<file path="src/dfr_pkg.sv">
// ----------------------------------------------------------------------------
// dfr_pkg: shared types, constants and helpers for the delta regression block
// Payload structs, the job descriptor passed from front to back, the window
// geometry and the regression denominator table.
// ----------------------------------------------------------------------------
`default_nettype none

package dfr_pkg;

  localparam int MAX_HALF_WIDTH = 8;
  localparam int WIN_DEPTH      = 2 * MAX_HALF_WIDTH + 1;
  localparam int IDX_W          = $clog2(WIN_DEPTH + 1);
  localparam int HALF_W         = 4;
  localparam int SAMPLE_W       = 16;
  localparam int ACC_W          = 24;   // |sum i*diff| < 2^22
  localparam int DVD_W          = 23;   // 2*|num| + D
  localparam int DEN_W          = 9;    // D up to 408
  localparam int DIV_W          = DEN_W + 1;

  typedef logic [IDX_W-1:0] idx_t;
  typedef logic [HALF_W-1:0] half_t;

  typedef struct packed {
    logic signed [SAMPLE_W-1:0] sample;
    logic                       end_of_row;
  } item_t;

  typedef struct packed {
    logic signed [SAMPLE_W-1:0] delta_value;
    logic                       row_done;
    logic                       last_of_run;
  } result_t;

  // One delta computation, emitted copies times.
  typedef struct packed {
    idx_t  t;
    idx_t  n;
    half_t h;
    idx_t  base;
    idx_t  copies;
    logic  done;
    logic  last;
  } job_t;

  function automatic half_t eff_half(input half_t raw);
    half_t h;
    h = raw;
    if (raw == '0) h = half_t'(1);
    else if (raw > half_t'(MAX_HALF_WIDTH)) h = half_t'(MAX_HALF_WIDTH);
    return h;
  endfunction

  // D = h(h+1)(2h+1)/3
  function automatic logic [DEN_W-1:0] denom_of(input half_t h);
    logic [DEN_W-1:0] d;
    unique case (h)
      4'd1:    d = 9'd2;
      4'd2:    d = 9'd10;
      4'd3:    d = 9'd28;
      4'd4:    d = 9'd60;
      4'd5:    d = 9'd110;
      4'd6:    d = 9'd182;
      4'd7:    d = 9'd280;
      4'd8:    d = 9'd408;
      default: d = 9'd2;
    endcase
    return d;
  endfunction

  // Circular window index: (a + b) mod WIN_DEPTH, both below WIN_DEPTH.
  function automatic idx_t wrap_add(input idx_t a, input idx_t b);
    logic [IDX_W:0] s;
    s = {1'b0, a} + {1'b0, b};
    if (s >= (IDX_W+1)'(WIN_DEPTH)) s = s - (IDX_W+1)'(WIN_DEPTH);
    return s[IDX_W-1:0];
  endfunction

endpackage

`default_nettype wire

</file>
<file path="src/delta_feature_regression.sv">
// ----------------------------------------------------------------------------
// delta_feature_regression: streaming delta (regression slope) of a feature row
// Samples in Q7.8 go in frame by frame; deltas over a 2h+1 frame window come
// out in frame order, rounded to nearest and saturated to Q7.8.
// ----------------------------------------------------------------------------
//
//   channel   direction  handshake              transaction
//   item      in         item_valid/item_ready  one sample + end_of_row flag
//   result    out        result_valid/ready     one delta + row_done/last_of_run
//   apb       in/out     psel/penable/pready    half-width register write/read
//
// Back end: each delta passes through a pop state, h taps of the
// multiply-accumulate, a drain and a setup state, the one-bit-per-cycle
// divider and a load state; the result is then shown once per emitted copy.
// A new sample is taken once the previous one's jobs have left the queue and
// the back end is no longer reading the window.
// Reset (rst, synchronous, high) empties the row and sets the half width to 4.
// Either side may stall: the job queue and the result register decouple them.
// ----------------------------------------------------------------------------
`default_nettype none

module delta_feature_regression (
  input  wire logic              clk,
  input  wire logic              rst,
  // sample stream
  input  wire dfr_pkg::item_t    item,
  input  wire logic              item_valid,
  output logic                   item_ready,
  // delta stream
  output dfr_pkg::result_t       result,
  output logic                   result_valid,
  input  wire logic              result_ready,
  // configuration
  input  wire logic              psel,
  input  wire logic              penable,
  input  wire logic              pwrite,
  input  wire logic [2:0]        paddr,
  input  wire logic [31:0]       pwdata,
  output logic [31:0]            prdata,
  output logic                   pready
);
  import dfr_pkg::*;

  localparam logic REG_HALF_WIDTH = 1'b0;   // word index of the half-width register

  half_t         half_cfg;
  job_t          push_job;
  job_t          head;
  logic          push;
  logic          pop;
  logic          q_empty;
  logic          q_full;
  logic          back_reading;
  logic          wr_en;
  idx_t          wr_addr;
  logic signed [15:0] wr_data;
  idx_t          rd_addr_a;
  idx_t          rd_addr_b;
  logic signed [15:0] rd_data_a;
  logic signed [15:0] rd_data_b;

  // Register file: one register, raw 4-bit value; clamping happens at row start.
  assign pready = 1'b1;
  assign prdata = (paddr[2] == REG_HALF_WIDTH) ? {28'd0, half_cfg} : 32'd0;

  always_ff @(posedge clk) begin
    if (rst) begin
      half_cfg <= half_t'(4);
    end else if (psel && penable && pwrite && pready && paddr[2] == REG_HALF_WIDTH) begin
      half_cfg <= pwdata[HALF_W-1:0];
    end
  end

  // Front: classify each sample, update the window, post jobs.
  dfr_front u_front (
    .clk          (clk),
    .rst          (rst),
    .item         (item),
    .item_valid   (item_valid),
    .item_ready   (item_ready),
    .half_cfg     (half_cfg),
    .back_reading (back_reading),
    .q_empty      (q_empty),
    .q_full       (q_full),
    .push         (push),
    .push_job     (push_job),
    .wr_en        (wr_en),
    .wr_addr      (wr_addr),
    .wr_data      (wr_data)
  );

  // Window samples, read by the back end two taps per cycle.
  dfr_window u_window (
    .clk       (clk),
    .wr_en     (wr_en),
    .wr_addr   (wr_addr),
    .wr_data   (wr_data),
    .rd_addr_a (rd_addr_a),
    .rd_addr_b (rd_addr_b),
    .rd_data_a (rd_data_a),
    .rd_data_b (rd_data_b)
  );

  dfr_queue u_queue (
    .clk      (clk),
    .rst      (rst),
    .push     (push),
    .push_job (push_job),
    .pop      (pop),
    .head     (head),
    .empty    (q_empty),
    .full     (q_full)
  );

  // Back: MAC, divide, round/saturate, emit.
  dfr_back u_back (
    .clk          (clk),
    .rst          (rst),
    .head         (head),
    .q_empty      (q_empty),
    .pop          (pop),
    .rd_addr_a    (rd_addr_a),
    .rd_addr_b    (rd_addr_b),
    .rd_data_a    (rd_data_a),
    .rd_data_b    (rd_data_b),
    .reading      (back_reading),
    .result       (result),
    .result_valid (result_valid),
    .result_ready (result_ready)
  );

endmodule

`default_nettype wire

</file>
<file path="src/dfr_window.sv">
// ----------------------------------------------------------------------------
// dfr_window: sample window storage
// Circular store of the row's recent samples, one write and two read ports.
// ----------------------------------------------------------------------------
`default_nettype none

module dfr_window (
  input  wire logic                 clk,
  input  wire logic                 wr_en,
  input  wire dfr_pkg::idx_t        wr_addr,
  input  wire logic signed [15:0]   wr_data,
  input  wire dfr_pkg::idx_t        rd_addr_a,
  input  wire dfr_pkg::idx_t        rd_addr_b,
  output logic signed [15:0]        rd_data_a,
  output logic signed [15:0]        rd_data_b
);
  import dfr_pkg::*;

  logic signed [SAMPLE_W-1:0] mem [WIN_DEPTH];

  always_ff @(posedge clk) begin
    if (wr_en) begin
      mem[wr_addr] <= wr_data;
    end
    rd_data_a <= mem[rd_addr_a];
    rd_data_b <= mem[rd_addr_b];
  end

endmodule

`default_nettype wire

</file>
<file path="src/dfr_queue.sv">
// ----------------------------------------------------------------------------
// dfr_queue: job queue
// Two-entry FIFO of job descriptors between front and back.
// ----------------------------------------------------------------------------
`default_nettype none

module dfr_queue (
  input  wire logic          clk,
  input  wire logic          rst,
  input  wire logic          push,
  input  wire dfr_pkg::job_t push_job,
  input  wire logic          pop,
  output dfr_pkg::job_t      head,
  output logic               empty,
  output logic               full
);
  import dfr_pkg::*;

  job_t       slots [2];
  logic       wr_ptr;
  logic       rd_ptr;
  logic [1:0] count;

  assign head  = slots[rd_ptr];
  assign empty = (count == 2'd0);
  assign full  = (count == 2'd2);

  always_ff @(posedge clk) begin
    if (push) begin
      slots[wr_ptr] <= push_job;
    end
  end

  always_ff @(posedge clk) begin
    if (rst) begin
      wr_ptr <= 1'b0;
      rd_ptr <= 1'b0;
      count  <= 2'd0;
    end else begin
      if (push) wr_ptr <= ~wr_ptr;
      if (pop)  rd_ptr <= ~rd_ptr;
      unique case ({push, pop})
        2'b10:   count <= count + 2'd1;
        2'b01:   count <= count - 2'd1;
        default: count <= count;
      endcase
    end
  end

endmodule

`default_nettype wire

</file>
<file path="src/dfr_front.sv">
// ----------------------------------------------------------------------------
// dfr_front: input side
// Takes samples, tracks row fill and window position, writes the window and
// turns each sample into delta jobs for the back end.
// ----------------------------------------------------------------------------
`default_nettype none

module dfr_front (
  input  wire logic           clk,
  input  wire logic           rst,
  input  wire dfr_pkg::item_t item,
  input  wire logic           item_valid,
  output logic                item_ready,
  input  wire dfr_pkg::half_t half_cfg,
  input  wire logic           back_reading,
  input  wire logic           q_empty,
  input  wire logic           q_full,
  output logic                push,
  output dfr_pkg::job_t       push_job,
  output logic                wr_en,
  output dfr_pkg::idx_t       wr_addr,
  output logic signed [15:0]  wr_data
);
  import dfr_pkg::*;

  localparam logic [1:0] F_IDLE = 2'd0;
  localparam logic [1:0] F_ONE  = 2'd1;
  localparam logic [1:0] F_GEN  = 2'd2;

  logic [1:0] state;
  idx_t       fs;
  half_t      row_h;
  idx_t       base;
  job_t       job;
  idx_t       gen_t;
  idx_t       gen_n;

  half_t h_cur;
  idx_t  h5;
  idx_t  w;
  idx_t  fs_next;
  idx_t  extra;
  logic  filling;
  logic  accept;
  logic  gen_last;
  job_t  gen_job;

  always_comb begin
    h_cur    = (fs == '0) ? eff_half(half_cfg) : row_h;
    h5       = {1'b0, h_cur};
    w        = {h_cur, 1'b1};
    fs_next  = fs + idx_t'(1);
    filling  = (fs < w);
    extra    = item.end_of_row ? h5 : '0;
    accept   = item_valid && item_ready;
    gen_last = (gen_t == gen_n - idx_t'(1));
    gen_job  = '{t: gen_t, n: gen_n, h: row_h, base: '0, copies: idx_t'(1),
                 done: gen_last, last: gen_last};
  end

  assign item_ready = (state == F_IDLE) && q_empty && !back_reading;
  assign wr_en      = accept;
  assign wr_data    = item.sample;
  assign wr_addr    = filling ? wrap_add(base, fs) : wrap_add(base, w);
  assign push       = ((state == F_ONE) || (state == F_GEN)) && !q_full;
  assign push_job   = (state == F_ONE) ? job : gen_job;

  always_ff @(posedge clk) begin
    if (rst) begin
      state <= F_IDLE;
      fs    <= '0;
      row_h <= half_t'(1);
      base  <= '0;
    end else begin
      unique case (state)
        F_IDLE: begin
          if (accept) begin
            row_h <= h_cur;
            if (filling) begin
              // base stays at zero while a row fills
              fs <= item.end_of_row ? '0 : fs_next;
              if (fs_next == w) begin
                job   <= '{t: h5, n: w, h: h_cur, base: base,
                           copies: h5 + idx_t'(1) + extra,
                           done: item.end_of_row, last: 1'b1};
                state <= F_ONE;
              end else if (item.end_of_row) begin
                gen_t <= '0;
                gen_n <= fs_next;
                state <= F_GEN;
              end
            end else begin
              if (item.end_of_row) fs <= '0;
              base  <= item.end_of_row ? '0 : wrap_add(base, idx_t'(1));
              job   <= '{t: h5, n: w, h: h_cur, base: wrap_add(base, idx_t'(1)),
                         copies: idx_t'(1) + extra,
                         done: item.end_of_row, last: 1'b1};
              state <= F_ONE;
            end
          end
        end
        F_ONE: begin
          if (!q_full) state <= F_IDLE;
        end
        F_GEN: begin
          if (!q_full) begin
            gen_t <= gen_t + idx_t'(1);
            if (gen_last) state <= F_IDLE;
          end
        end
        default: state <= F_IDLE;
      endcase
    end
  end

endmodule

`default_nettype wire

</file>
<file path="src/dfr_back.sv">
// ----------------------------------------------------------------------------
// dfr_back: delta engine
// Per job: walks the window pairs with one multiply-accumulate per cycle,
// divides by twice the regression denominator one bit per cycle, rounds,
// saturates and emits the result the requested number of times.
// ----------------------------------------------------------------------------
`default_nettype none

module dfr_back (
  input  wire logic             clk,
  input  wire logic             rst,
  input  wire dfr_pkg::job_t    head,
  input  wire logic             q_empty,
  output logic                  pop,
  output dfr_pkg::idx_t         rd_addr_a,
  output dfr_pkg::idx_t         rd_addr_b,
  input  wire logic signed [15:0] rd_data_a,
  input  wire logic signed [15:0] rd_data_b,
  output logic                  reading,
  output dfr_pkg::result_t      result,
  output logic                  result_valid,
  input  wire logic             result_ready
);
  import dfr_pkg::*;

  localparam logic [2:0] S_IDLE  = 3'd0;
  localparam logic [2:0] S_MAC   = 3'd1;
  localparam logic [2:0] S_DRAIN = 3'd2;
  localparam logic [2:0] S_PREP  = 3'd3;
  localparam logic [2:0] S_DIV   = 3'd4;
  localparam logic [2:0] S_LOAD  = 3'd5;
  localparam logic [2:0] S_OUT   = 3'd6;

  logic [2:0]              state;
  job_t                    job;
  half_t                   step;
  half_t                   mac_step;
  logic                    mac_vld;
  logic signed [ACC_W-1:0] acc;
  logic [DIV_W-1:0]        rem;
  logic [DVD_W-1:0]        quo;
  logic [4:0]              div_cnt;
  logic                    neg;
  idx_t                    copies_left;
  logic signed [15:0]      value;

  logic [IDX_W:0]          t_plus;
  idx_t                    hi;
  idx_t                    lo;
  logic signed [16:0]      diff;
  logic signed [21:0]      prod;
  logic [ACC_W-1:0]        mag;
  logic [DEN_W-1:0]        den;
  logic [DVD_W-1:0]        dvd;
  logic [DIV_W-1:0]        div2;
  logic [DIV_W:0]          trial;
  logic                    ge;
  logic [DIV_W:0]          trial_sub;
  logic [15:0]             sat;

  always_comb begin
    t_plus = {1'b0, job.t} + (IDX_W+1)'(step);
    hi     = (t_plus < {1'b0, job.n}) ? t_plus[IDX_W-1:0] : job.n - idx_t'(1);
    lo     = (job.t >= idx_t'(step)) ? job.t - idx_t'(step) : '0;
    diff   = {rd_data_a[15], rd_data_a} - {rd_data_b[15], rd_data_b};
    prod   = $signed({1'b0, mac_step}) * diff;
    mag    = acc[ACC_W-1] ? ACC_W'(-acc) : ACC_W'(acc);
    den    = denom_of(job.h);
    dvd    = {mag[DVD_W-2:0], 1'b0} + DVD_W'(den);
    div2   = {den, 1'b0};
    trial  = {rem, quo[DVD_W-1]};
    ge     = (trial >= {1'b0, div2});
    trial_sub = trial - {1'b0, div2};
    if (!neg) begin
      sat = (quo > DVD_W'(32767)) ? 16'h7fff : quo[15:0];
    end else begin
      sat = (quo > DVD_W'(32768)) ? 16'h8000 : (~quo[15:0] + 16'd1);
    end
  end

  assign rd_addr_a    = wrap_add(job.base, hi);
  assign rd_addr_b    = wrap_add(job.base, lo);
  assign reading      = (state == S_MAC);
  assign pop          = (state == S_IDLE) && !q_empty;
  assign result_valid = (state == S_OUT);

  always_comb begin
    result.delta_value = value;
    result.row_done    = (copies_left == idx_t'(1)) && job.done;
    result.last_of_run = (copies_left == idx_t'(1)) && job.last;
  end

  always_ff @(posedge clk) begin
    mac_step <= step;
    if (mac_vld) acc <= acc + ACC_W'(prod);
    unique case (state)
      S_IDLE: begin
        if (!q_empty) begin
          job  <= head;
          step <= half_t'(1);
          acc  <= '0;
        end
      end
      S_MAC:  step <= step + half_t'(1);
      S_PREP: begin
        rem     <= '0;
        quo     <= dvd;
        neg     <= acc[ACC_W-1];
        div_cnt <= '0;
      end
      S_DIV: begin
        rem     <= ge ? trial_sub[DIV_W-1:0] : trial[DIV_W-1:0];
        quo     <= {quo[DVD_W-2:0], ge};
        div_cnt <= div_cnt + 5'd1;
      end
      S_LOAD: value <= sat;
      default: ;
    endcase
  end

  always_ff @(posedge clk) begin
    if (rst) begin
      state       <= S_IDLE;
      mac_vld     <= 1'b0;
      copies_left <= '0;
    end else begin
      mac_vld <= (state == S_MAC);
      unique case (state)
        S_IDLE:  if (!q_empty) state <= S_MAC;
        S_MAC:   if (step == job.h) state <= S_DRAIN;
        S_DRAIN: state <= S_PREP;
        S_PREP:  state <= S_DIV;
        S_DIV:   if (div_cnt == 5'(DVD_W - 1)) state <= S_LOAD;
        S_LOAD: begin
          copies_left <= job.copies;
          state       <= S_OUT;
        end
        S_OUT: begin
          if (result_ready) begin
            copies_left <= copies_left - idx_t'(1);
            if (copies_left == idx_t'(1)) state <= S_IDLE;
          end
        end
        default: state <= S_IDLE;
      endcase
    end
  end

  a_out_has_copies: assert property (@(posedge clk) disable iff (rst)
    (state == S_OUT) |-> (copies_left != '0))
    else $error("result shown with no copies left");

  a_prep_to_div: assert property (@(posedge clk) disable iff (rst)
    (state == S_PREP) |=> (state == S_DIV))
    else $error("divider not started after prep");

  a_mac_step_range: assert property (@(posedge clk) disable iff (rst)
    (state == S_MAC) |-> (step != '0 && step <= job.h))
    else $error("tap index out of window");

endmodule

`default_nettype wire
</file>
<file path="config.mk">
export PLATFORM = sky130hd
export DESIGN_NAME = delta_feature_regression
export DESIGN_NICKNAME = d
export VERILOG_FILES = /design/src/dfr_pkg.sv /design/src/delta_feature_regression.sv /design/src/dfr_window.sv /design/src/dfr_queue.sv /design/src/dfr_front.sv /design/src/dfr_back.sv
export SDC_FILE = /design/constraint.sdc
export NUM_CORES = 1
export LEC_CHECK = 0
export BUFFER_PORTS_ARGS = -buffer_cell sky130_fd_sc_hd__buf_4
export CORE_ASPECT_RATIO = 0.7
export CORE_MARGIN = 5
export CORE_UTILIZATION = 51
export DETAILED_ROUTE_END_ITERATION = 10
export MAX_ROUTING_LAYER = met4
export PLACE_DENSITY = 0.73
export REMOVE_ABC_BUFFERS = 1
export SLEW_MARGIN = 0
export SYNTH_ARGS = -nofsm -noshare
export SYNTH_HDL_FRONTEND = slang
export SYNTH_HIERARCHICAL = 1
export SYNTH_SLANG_ARGS = --single-unit
export TNS_END_PERCENT = 100
</file>
<file path="constraint.sdc">
create_clock -name clk -period 15.06 [get_ports clk]
set_input_delay 3.012 -clock clk [delete_from_list [all_inputs] [get_ports clk]]
set_output_delay 3.012 -clock clk [all_outputs]
set_load 0.05 [all_outputs]
</file>
==> results.toml <==
[synth]
synth_edf_count = 434
synthMuxAreaShare = 0.125
ys_ff_latch = 536
synth_top_cell_area_share = 0.409
synth_adder_area_share = 0.101
synth_ff_type = "edfxtp_1"
synth_commonest_cells = "edfxtp_1, inv_1, nor2_1"
syn_area_per_cell_sq_um = 12.2
yosys-top-cells-area = "edfxtp_1, mux4_2, dfxtp_1"
synth_top_family_by_area = "multiplexers"
synth-compound-area-share = 0.0987
yosys.area.top_type = "edfxtp_1"
yosysMostFrequentCell = "edfxtp_1"
seq_area_frac_synth = 0.473
yosys.area_share.simple = 0.106
netlist_area_sq_um = 31900
synthArstFlopShare = 0
syn_inst = 2609
yosys_warnings = 6
synth_xor_area_frac = 0.0354
ys_types = 96

[global_routing]
grt_pass1_wl_mm = 115
grt_pass1_vias = 20800
grt_max_degree = 49
grt.total_usage = 0.220
grt_overflow = 0
antenna_found_initial = 0

[worst_setup_path]
r2r-start = "u_back/step[1]"
worst_setup_path_end_kind = "flop"
cp_slowest_cell = "buf_4"
max_stage_delay_ns = 0.80
crit_arrival_ns = 7.65
critical_path_class = "reg2reg"
r2r_slack_ns = 7.87
cp_max_fo = 48
start_kind = "flop"
worstPathRequired_ns = 15.52
reg2reg_depth = 25
reg2reg_to = "u_window/rd_data_a[6]"
crit_top_cell = "nand2_1"

[drt]
drt_iter0_markers = 1981
vias_per_cell = 6.06
drtAntennaViolNets = 0
wirelength_mm = 73.2
firstDrtPassIters = 6
drc = 0
wl_per_cell_um = 21.0
vias = 21100

[layout]
multi_input_area_sq_um = 15100
regArea_sq_um = 15100
nets = 2900
fill_cells = 4838
insertedDiodeCount = 0
drive_above_1_share = 0.144
area_growth_pct = 8.24

[floorplan]
fp.dieArea_sq_um = 67700
fp.dieW_um = 309
num_rows = 76
coreArea_sq_um = 61700
die_h_um = 219
io_pins = 112
start_util = 0.517

[timing]
post-route-period-util = 0.477
max_freq_ghz = 0.139
setup_viol = 0
fin_tns_setup_ns = 0
report.final.slew_viol_count = 0
maxSlewHeadroom = 0.135
skew_ns = 0.0137
hold_viol = 0
rsz0062_at_grt = "false"
hold_ws_ns = 0.512
tightest_slew_ns = 1.30
min_period_ns = 7.19

[worst_hold_path]
hold_start = "half_cfg[0]"
hold_path_class = "reg2reg"
hold_path_end = "half_cfg[0]"
hold_path_depth = 2

[cts]
clock_latency_ns = 0.60
ctsHtreeMaxLevel = 2
clock_sinks = 536
cts_resized = 0
clkTransAtPathRegs_ns = 0.07
clock_path_buffers = 3
cts_setup_buffers = 0
hold_buffers = 0
cts_tree = "done"
numCtsBuffers = 53
clockRootBuffer = "clkbuf_16"

[run_status]
outcome = "finished, final reports clean"

[run]
cap_viol_max_count = 0

[placement]
dp_hpwl_mm = 48.0
gp_congestion = 0.904
numPortBuffers = 52
==> layout by cell type, fill, tap and decap left out, drive strengths merged, types with 38 or more instances in the layout <==
| master | synthesis | routed |
|---|---|---|
| inv | 220 | 220 |
| o21ai | 107 | 107 |
| clkbuf | 56 | 75 |
| xnor2 | 87 | 87 |
| nor3 | 43 | 43 |
| dfxtp | 102 | 102 |
| nand2 | 137 | 137 |
| mux4 | 128 | 128 |
| and2 | 65 | 65 |
| nor2 | 193 | 193 |
| ha | 148 | 148 |
| xor2 | 42 | 42 |
| o22ai | 38 | 38 |
| fa | 68 | 68 |
| edfxtp | 434 | 434 |
| a21oi | 96 | 96 |
| mux2i | 65 | 65 |
| buf | 90 | 86 |
| nand3 | 43 | 43 |
==> worst max-delay path by stage <==
stage	startpoint	endpoint	slack, ns	depth (start not counted)
2_1_floorplan	u_back/step[0]	u_window/rd_data_a[14]	4.67	20
3_3_place_gp	u_back/step[1]	u_window/rd_data_a[6]	8.15	25
3_5_place_dp	u_back/step[1]	u_window/rd_data_a[6]	7.95	25
4_1_cts	u_back/step[1]	u_window/rd_data_a[6]	7.85	25
5_1_grt	u_back/step[1]	u_window/rd_data_a[14]	7.31	25
6_report	u_back/step[1]	u_window/rd_data_a[6]	7.87	25
==> critical path: cells and delay by family (launching register included) <==
family                   cells  cell delay, ns
AND/OR/NAND/NOR              7            1.13
XOR/XNOR                     3            1.32
AO/OA/AOI/OAI                4            0.65
flip-flops                   1            0.53
adder cells (fa/ha/maj)      4            1.21
multiplexers                 3            1.12
buffers and inverters        4            1.04
==> cell families after synthesis <==
| kind of cell | after synthesis |
|---|---|
| AOI/OAI and AO/OA | 459 |
| xor gates and xnor gates | 129 |
| adders and majority gates | 216 |
| buffers and inverters | 374 |
| DFF | 536 |
| muxes | 226 |
| other | 2 |
| and+or+nand+nor | 667 |
==> area by class of cell <==
| class | count | area share |
|---|---|---|
| Timing Repair Buffer | 86 | 0.0187 |
| Clock inverter | 24 | 0.00852 |
| Multi-Input combinational cell | 1726 | 0.437 |
| Sequential cell | 536 | 0.437 |
| Clock buffer | 75 | 0.0446 |
| Tap cell | 819 | 0.0297 |
| Inverter | 222 | 0.0241 |
==> sequential cells by signal, indices dropped and copies added (netlist names), 8 cells and up, named ones only <==
register / flops
u_back/quo: 23
u_back/den: 8
u_window/rd_data_a: 16
u_back/job: 26
u_window/rd_data_b: 16
u_back/value: 16
u_window/mem: 272
u_back/rem: 10
u_queue/slots: 52
u_front/job: 15
u_back/acc: 24
==> per-layer routing <==
layer  vias to the layer above  wire length [um]  global-route usage
met5                         -                 0                   -
met4                         0              1450              0.0489
met3                       127              6290              0.0409
met2                       890             33700               0.341
met1                     10500             31700               0.308
li1                       9621                 -                   -
==> per-stage QoR <==
stage               cell area [sq um]  worst slack, ns  instances   util
finish                          34500             7.87       3488  0.559
global route                    34500             7.31       3488  0.559
CTS                             34500             7.85       3488  0.559
detailed placement              32700             7.95       3389  0.529
global placement                32700             8.15       3389  0.529
floorplan                       30900             4.67       2484      -
Power is left out: the tool's default activity adds up to more than one toggle a clock period on the data nets, which glitch-free logic cannot reach.
